--- src/hdl/sswr_pkg.sv ---
`timescale 1ns / 1ps

package sswr_pkg;

    // payload widths
    localparam int CMD_W       = 3;
    localparam int DATA_W      = 32;
    localparam int STATUS_W    = 2;
    localparam int DEPTH_OUT_W = 9;

    // default number of stack entries
    localparam int DEPTH_DEFAULT = 256;

    // command codes
    typedef enum logic [CMD_W-1:0] {
        CMD_PUSH = 3'd0,
        CMD_POP  = 3'd1,
        CMD_SWAP = 3'd2,
        CMD_ROTL = 3'd3,
        CMD_ROTR = 3'd4
    } cmd_t;

    // result status codes
    typedef enum logic [STATUS_W-1:0] {
        STAT_OK         = 2'd0,
        STAT_POP_EMPTY  = 2'd1,
        STAT_SWAP_SHORT = 2'd2,
        STAT_PUSH_FULL  = 2'd3
    } status_t;

    // controller to datapath
    typedef struct packed {
        logic load;    // capture the incoming request
        logic rd_en;   // issue the memory read of the operation
        logic commit;  // write back, update pointers and load the result
    } ctrl_cmd_t;

    // datapath to controller
    typedef struct packed {
        logic needs_read;  // the held request reads an entry below the top
    } dp_status_t;

endpackage

--- src/hdl/sswr_ctrl.sv ---
`timescale 1ns / 1ps

module sswr_ctrl (
    input  logic                   clk,
    input  logic                   rst_n,
    input  logic                   req_valid,
    output logic                   req_ready,
    output logic                   res_valid,
    input  logic                   res_ready,
    input  sswr_pkg::dp_status_t   st,
    output sswr_pkg::ctrl_cmd_t    ctl
);

    typedef enum logic [2:0] {
        S_IDLE   = 3'b001,
        S_READ   = 3'b010,
        S_COMMIT = 3'b100
    } state_t;

    state_t state_reg;
    state_t state_next;
    logic   res_valid_reg;
    logic   res_valid_next;
    logic   slot_free;
    logic   accept;

    // result register can take a new result this cycle
    assign slot_free = !res_valid_reg || res_ready;

    assign req_ready = (state_reg == S_IDLE) || ((state_reg == S_COMMIT) && slot_free);
    assign accept    = req_valid && req_ready;

    // commands to the datapath
    always_comb
    begin
        ctl        = '0;
        ctl.load   = accept;
        ctl.rd_en  = (state_reg == S_READ) && st.needs_read;
        ctl.commit = (state_reg == S_COMMIT) && slot_free;
    end

    // next state
    always_comb
    begin
        state_next = state_reg;
        unique case (state_reg)
            S_IDLE:
            begin
                if (accept)
                begin
                    state_next = S_READ;
                end
            end
            S_READ:
            begin
                state_next = S_COMMIT;
            end
            S_COMMIT:
            begin
                if (slot_free)
                begin
                    state_next = req_valid ? S_READ : S_IDLE;
                end
            end
            default:
            begin
                state_next = S_IDLE;
            end
        endcase
    end

    // result valid flag
    always_comb
    begin
        if (ctl.commit)
        begin
            res_valid_next = 1'b1;
        end
        else if (res_ready)
        begin
            res_valid_next = 1'b0;
        end
        else
        begin
            res_valid_next = res_valid_reg;
        end
    end

    always_ff @(posedge clk or negedge rst_n)
    begin
        if (!rst_n)
        begin
            state_reg     <= S_IDLE;
            res_valid_reg <= 1'b0;
        end
        else
        begin
            state_reg     <= state_next;
            res_valid_reg <= res_valid_next;
        end
    end

    assign res_valid = res_valid_reg;

endmodule

--- config.mk ---
export PLATFORM = sky130hd
export DESIGN_NAME = sswr_ctrl
export DESIGN_NICKNAME = d
export VERILOG_FILES = /design/src/hdl/sswr_pkg.sv /design/src/hdl/sswr_ctrl.sv
export SDC_FILE = /design/constraint.sdc
export NUM_CORES = 1
export LEC_CHECK = 0
export ABC_AREA = 1
export BUFFER_PORTS_ARGS = -buffer_cell sky130_fd_sc_hd__buf_2
export CAP_MARGIN = 10
export CORE_AREA = 2 2 39 41
export CTS_CLUSTER_DIAMETER = 150
export DETAILED_ROUTE_END_ITERATION = 6
export DIE_AREA = 0 0 41 43
export PLACE_DENSITY = 0.5
export SYNTH_ARGS = -nofsm -noshare
export SYNTH_HDL_FRONTEND = slang
export SYNTH_SLANG_ARGS = --single-unit
--- constraint.sdc ---
create_clock -name clk -period 3 [get_ports clk]
set_input_delay 0.45 -clock clk [delete_from_list [all_inputs] [get_ports clk]]
set_output_delay 0.45 -clock clk [all_outputs]
set_load 0.01 [all_outputs]
* Yosys cells after proc, flatten, opt, wreduce, memory -nomap -nowiden *
Cells that the tools add are included.

operators by class
  reduce and logical (&&, ||, !) cells = 8
  equality and inequality tests = 5
  muxes and demuxes = 6

operator list
  operator            number
  $pmux 3 s3          1
  $mux 3              2
  $ne 2x2->1 const B  2
  $eq 3x1->1 const B  1
  $eq 3x2->1 const B  1
  $eq 3x3->1 const B  1
  $logic_and 1x1->1   3
  $logic_or 1x1->1    2
  $mux 1              2
  $mux 2              1
  $reduce_and 2->1    1
  $reduce_bool 2->1   1
  $logic_not 1->1     1

word-level totals
  word-level logic and storage cells = 21
  bits in registers = 4
  input port bits = 5
  output and inout port bits = 5

* Longest topological paths before layout *
Gate-level depths: netlist (run 1).

  word-level depth = 7
  gate-level depth with buffers = 7
  depth with buffers taken out = 7

* Worst setup path before layout (run 1) *
OpenSTA, ideal clock, no wires.

  path kind = register to output
  from = register state_reg[0]
  to = output ctl[2] in the netlist's numbering
  arrival time = 968 ps
  path slack = 1582 ps
  data required time = 2550 ps
  path buffers = 1
  stages on the path, launching flop included = 7
  path through = dfstp_2 nor2_2 nand2_2 inv_2 nand2_2 a21oi_1 buf_4

between the ends
  cells in the longest elaborated chain, start to end = 4
  elaborated cells between the ends (all ways) = 5
  those cells by class = eq/ne: 2; reduce/logical: 3

RTL lines
  element                 line             RTL
  start, declared         sswr_ctrl.sv:20  state_t state_reg;
  start signal, assigned  sswr_ctrl.sv:98  state_reg <= state_next;
  $eq 3x3->1              sswr_ctrl.sv:30  assign req_ready = (state_reg == S_IDLE) || ((state_reg == S_COMMIT) && slot_free);
  $logic_and 1x1->1       sswr_ctrl.sv:30
  $logic_or 1x1->1 (*)    sswr_ctrl.sv:30
  $logic_and 1x1->1 (*)   sswr_ctrl.sv:31  assign accept = req_valid && req_ready;
  end, declared           sswr_ctrl.sv:11  output sswr_pkg::ctrl_cmd_t ctl

Every way passes the cells marked *; elsewhere a longest branch is shown, timed or not.

==> flow_summary.ini, run 1 <==
[logic_synthesis]
netlist_area_um2 = 251
yosysWarnings = 0
synth-seq-cells = 4
syn-instance-count = 34
synth_top_area_share_pct = 29.9
yosysSeqAreaShare_pct = 40.3
syn-mean-instance-area_um2 = 7.40
post-synth-top-area-cell = dfrtp_1
ys_types = 13
yosys-top-cells-area = dfrtp_1, dfstp_2, inv_1, nand2_1, nand3b_4
syn-num-nets = 39

[clock_tree]
cts_tree = done
cts_max_path_buffers = 2
post-cts-setup-buffers = 0
clkTransAtPathRegs_ns = 0.04
htree_levels = 1
worstSkewPairLatency_ns = 0.24
clock-sinks = 4
cts_made_buffers = 3
root_buffer = clkbuf_4

[critical_path]
crit_cells = 6
crit_path_max_fanout = 5
slowest_stage = dfstp_2
crit_family = flip-flops
worstReg2RegStart = state_reg[0]$_DFFE_PN1P_
arrival_ns = 1.26
worstPathRequired_ns = 2.55
max_stage_delay_ns = 0.56
worst-setup-path-type = reg -> out
cp.buffers_inverters = 2
worstSetupEndpointType = output port
crit_start = state_reg[0]$_DFFE_PN1P_
reg2regPathDepth = 6
r2r-end = state_reg[0]$_DFFE_PN1P_
crit_end = ctl[2]
start_kind = flip-flop
cp_cell_sequence = nor2_2, nand2_2, inv_2, nand2_2, a21oi_1, buf_2
r2r_setup_slack_ns = 1.98
worst_path_most_repeated_cell = nand2_2

[drt]
via_per_inst = 3.73
drtIter0Drc = 2
antenna_left = 0
wirelength_um = 448
num_vias = 231
drt_first_pass_iters = 2
drc_errors = 0
wl_per_cell_um = 7.23

[die]
core_um2 = 1380
dieArea_um2 = 1760
io_pins = 10
die_height_um = 43
start_util_pct = 18.2
rows = 14
dieWidth_um = 41

[finish]
finalNonFillerCells = 62
n_antenna_cell = 0
largest_reg_flops = 3
area_delta_synth_final_pct = 34.3
nNetsFinal = 52
postLayoutCoreUtil_pct = 24.4
drive_gt1_share_pct = 39.1

[timing]
timing_hold_violations_final = 0
slew_headroom_pct = 90.2
drv_slew = 0
min_period_ns = 1.71
finClkSkew_ns = 0.00463
setup_viol = 0
fmax_ghz = 0.584
rsz0062_at_grt = false
setup_tns_ns = 0
fin_crit_sh_pct = 57.0
tightest_slew_ns = 0.147

[grt]
use_met3_pct = 1.57
grt_max_degree = 6
grt_pass1_vias = 201
grt_usage_pct = 6.76
grt_antenna_before_repair = 0
met1_usage_pct = 6.86
grt_most_used_layer = met4
grt.met2_usage_pct = 8.75
grt_overflow = 0
grt_pass1_wl_um = 717

[pwr]
p_leak_nw = 0.209
peakVddDrop_v = 0.000202
swShare_pct = 38.7
power.total_mw = 0.314
p_int_mw = 0.192
power_frac_clock_pct = 24.2
seq_power_share_pct = 31.6
switchingPower_mw = 0.121
combinationalPowerShare_pct = 44.2
p_per_area_nw_per_um2 = 928

[placement]
port_buffers = 9
dp_hpwl_um = 359
place.gp.congestion = 0.672
place_inst = 57

[min_path]
hold_class = in -> reg

[run_status]
run_status = completed

[run]
max_cap_violations = 0
## power by group through the flow
stage | Clock, mW | Combinational [mW] | Sequential (mW)
global placement | 0 | 0.140 | 0.100
CTS | 0.0794 | 0.142 | 0.0995
detailed placement | 0 | 0.141 | 0.100
floorplan | 0 | 0.110 | 0.100
global route | 0.0847 | 0.156 | 0.101
finish | 0.0759 | 0.139 | 0.0991
## cells in the mapped netlist
master and count:
inv_2 1, nor2_1 4, inv_1 7, nand2_1 7, nand3_1 2, dfrtp_1 3, buf_4 2, nand2_2 2
nand3b_4 1, a21oi_1 2, dfstp_2 1, nor2_2 1, o21ai_0 1
## layout by cell type (no fill, tap or decap)
cell           synthesis  final
clkbuf_1               0      1
inv_1                  7      7
dfstp_2                1      1
nand2_1                7      7
dfrtp_1                3      3
nand3_1                2      2
nor2_1                 4      4
nand2_2                2      2
dlygate4sd3_1          0      1
nand3b_4               1      1
inv_2                  1      1
o21ai_0                1      1
clkbuf_4               0      3
nor2_2                 1      1
a21oi_1                2      2
buf_2                  0      9
## worst min-delay path by stage
stage               from                  endpoint  cells past startpoint
4_1_cts        req_valid  state_reg[0]$_DFFE_PN1P_                      4
5_1_grt        req_valid  state_reg[0]$_DFFE_PN1P_                      4
6_report       req_valid  state_reg[0]$_DFFE_PN1P_                      4
2_1_floorplan      rst_n     res_valid$_DFFE_PN0P_                      0
3_5_place_dp       rst_n     res_valid$_DFFE_PN0P_                      1
3_3_place_gp       rst_n     res_valid$_DFFE_PN0P_                      1
## tightest hold or removal path, cell delays in order
cell and delay, ns:
buf_2 0.08, nor2_1 0.05, inv_1 0.04, nand2_1 0.04
## cells by family (layout without fill, tap and decap cells)
family	after synthesis	in the layout	share of synthesized area, %
simple gates	17	17	35.8
buf+inv	10	22	17.9
flops	4	4	40.3
compound gates	3	3	5.97
## cell type report
cell class / count / area, um2
well taps: 16 / 20.0
fillers: 157 / 1050
clock buffers: 4 / 26.3
inverters: 8 / 30.0
multi-input cells: 20 / 105
repair buffers: 10 / 55.1
flip-flops and latches: 4 / 101
## metal layers
metal | routed length (um) | share of wire, % | up-vias
met5 | 0 | 0 | -
met4 | 16 | 3.6 | 0
met3 | 17 | 3.8 | 2
met2 | 225 | 50 | 4
met1 | 189 | 42 | 103
li1 | - | - | 122
## through the flow
stage / hold slack (ns) / setup slack, ns / cell area (um2)
finish: 0.439 / 1.29 / 338
floorplan: 0.154 / 1.58 / 251
CTS: 0.438 / 1.27 / 338
detailed placement: 0.259 / 1.52 / 302
global placement: 0.260 / 1.51 / 302
global route: 0.459 / 1.21 / 338
## repair_timing
item,CTS,global route
resized for setup,0,0
endpoints found under the hold margin,2,0
hold buffers,1,0
Power figures use the tool's default switching activity.
==> run 2, diff against run 1 <==
Settings changed: ABC_AREA 1 to 0, PLACE_DENSITY 0.5 to 0.51.
Clock period 3 ns to 1.4 ns, I/O delays scaled along.
==> flow_summary.ini, run 2 <==
[clock_tree]
cts_tree = done
worstSkewPairLatency_ns = 0.24
htree_levels = 1
root_buffer = clkbuf_4
clock-sinks = 4
cts_max_path_buffers = 2
cts_made_buffers = 3
clkTransAtPathRegs_ns = 0.04

[grt]
grt_pass1_wl_um = 683
grt_antenna_before_repair = 0
grt_pass1_vias = 157
grt_usage_pct = 6.33
grt_max_degree = 9
grt_overflow = 0

[placement]
dp_hpwl_um = 387
port_buffers = 9
place.gp.congestion = 0.758
pre_cts_slack_ns = 0.0423
placed_cell_area_um2 = 304

[die]
io_pins = 10
die_height_um = 43
rows = 14
core_um2 = 1380
start_util_pct = 17.8
dieWidth_um = 41
dieArea_um2 = 1760

[pwr]
p_leak_nw = 0.165
seq_power_share_pct = 33.2
switchingPower_mw = 0.206
swShare_pct = 34.2
p_per_area_nw_per_um2 = 1710
p_int_mw = 0.398
peakVddDrop_v = 0.000562
power_frac_clock_pct = 26.6
combinationalPowerShare_pct = 40.3

[timing]
min_period_ns = 1.58
fmax_ghz = 0.632
fin_ws_ns = -0.181
holdWs_ns = 0.259
slew_headroom_pct = 86.7
finClkSkew_ns = 0.00274
tightest_slew_ns = 0.199
rsz0062_at_grt = true
fin_crit_sh_pct = 113
timing_hold_violations_final = 0
setup_viol = 3
drv_slew = 0
setup_tns_ns = -0.454

[run_status]
violations = setup timing
run_status = finished with violations

[finish]
final_cell_mix = buf_2, nor2_1, clkbuf_4
drive_gt1_share_pct = 52.6
fillers = 155
final_common_cell = buf_2
largest_reg_flops = 3
nNetsFinal = 44
area_delta_synth_final_pct = 43.7
finalInstanceArea_um2 = 354
n_antenna_cell = 0

[min_path]
hold_class = in -> reg
hold_depth = 2

[drt]
num_vias = 215
via_per_inst = 3.98
drt_first_pass_iters = 3
wl_per_cell_um = 9.20
drc_errors = 0
drtIter0Drc = 5
wirelength_um = 497
antenna_left = 0

[logic_synthesis]
ys.flop_type = dfrtp_1
yosys-top-cells-area = dfrtp_1, dfstp_2, nor3b_1, buf_4, nand3b_1
synth.mux.area_fraction_pct = 0
yosysSeqAreaShare_pct = 41.1
synth-compound-area-share_pct = 10.2
synthAdderAreaFrac_pct = 0
synth_top_family_by_area = simple AND/OR/NAND/NOR gates
syn-mean-instance-area_um2 = 9.86
ys_types = 16
synth_top_area_share_pct = 30.5
synth_enable_flop_cells = 0
yosysWarnings = 0
post-synth-top-area-cell = dfrtp_1
synthArstFlopShare_pct = 100
synth_simple_gate_area_share_pct = 42.6
syn-instance-count = 25
netlist_area_um2 = 246
synth_common_cells = dfrtp_1, nor2_1, nor3b_1
syn-num-nets = 30
synth-seq-cells = 4
synthXorXnorAreaFrac_pct = 0

[critical_path]
worst-setup-path-type = reg -> out
worstSetupEndpointType = output port
arrival_ns = 1.37
r2r_setup_slack_ns = 0.27
start_kind = flip-flop
worstPathRequired_ns = 1.19
reg2regPathDepth = 3
crit_path_max_fanout = 4

[run]
max_cap_violations = 0
## run 2: power groups by stage
stage	Sequential, mW	Combinational, mW	Clock, mW
2_1_floorplan	0.193	0.161	0
3_3_place_gp	0.195	0.220	0
3_5_place_dp	0.196	0.220	0
4_1_cts	0.196	0.245	0.167
5_1_grt	0.206	0.268	0.179
6_report	0.200	0.243	0.160
## run 2: layer usage
metal  global-route usage [%]  vias to the layer above  wire (um)
li1                         -                      110          -
met1                     8.71                       94        246
met2                     6.56                       11        187
met3                     3.14                        0         63
met4                     6.00                        0          0
met5                        0                        -          0
## run 2: metrics by stage
| stage | total power [mW] | utilization (%) | instances |
|---|---|---|---|
| 3_3_place_gp | 0.415 | 22.0 | 49 |
| 4_1_cts | 0.608 | 25.5 | 54 |
| 3_5_place_dp | 0.416 | 22.0 | 49 |
| 6_report | 0.604 | 25.6 | 54 |
| 2_1_floorplan | 0.354 | - | 25 |
| 5_1_grt | 0.653 | 25.6 | 54 |
## run 2: worst max-delay path, cell delays in order (launching register included)
cell	delay, ns
dfstp_2	0.54
and2b_2	0.25
a21oi_4	0.16
nor2_1	0.06
buf_2	0.13
## run 2: logic make-up (layout without fill, tap and decap cells)
| family | Yosys count | after routing |
|---|---|---|
| AOI/OAI and AO/OA | 3 | 3 |
| and+or+nand+nor | 16 | 16 |
| DFF | 4 | 4 |
| buffers and inverters | 2 | 15 |
## run 2: cell type report
| class | count | area [um2] | share of cell area, % |
|---|---|---|---|
| clock buffer | 4 | 26.3 | 7.42 |
| multi-input combinational | 19 | 143 | 40.3 |
| sequential | 4 | 103 | 29.0 |
| tap | 16 | 20.0 | 5.65 |
| timing repair buffer | 11 | 62.6 | 17.7 |
## run 2: worst paths after layout
path / from / end
min in group asynchronous: rst_n / res_valid$_DFFE_PN0P_
max in group asynchronous: rst_n / state_reg[0]$_DFFE_PN1P_
setup reg to reg: state_reg[0]$_DFFE_PN1P_ / state_reg[0]$_DFFE_PN1P_
hold reg to reg: state_reg[0]$_DFFE_PN1P_ / state_reg[2]$_DFFE_PN0P_
setup / recovery: state_reg[0]$_DFFE_PN1P_ / req_ready
hold / removal: req_valid / state_reg[1]$_DFFE_PN0P_
## run 2: repair_timing
item / 4_1_cts / 5_1_grt
setup buffers: 0 / 0
hold buffers: 1 / 0
gates resized for setup: 2 / 1
pin swaps: 2 / 0
endpoints found under the setup margin: 3 / 4
endpoints found under the hold margin: 4 / 0
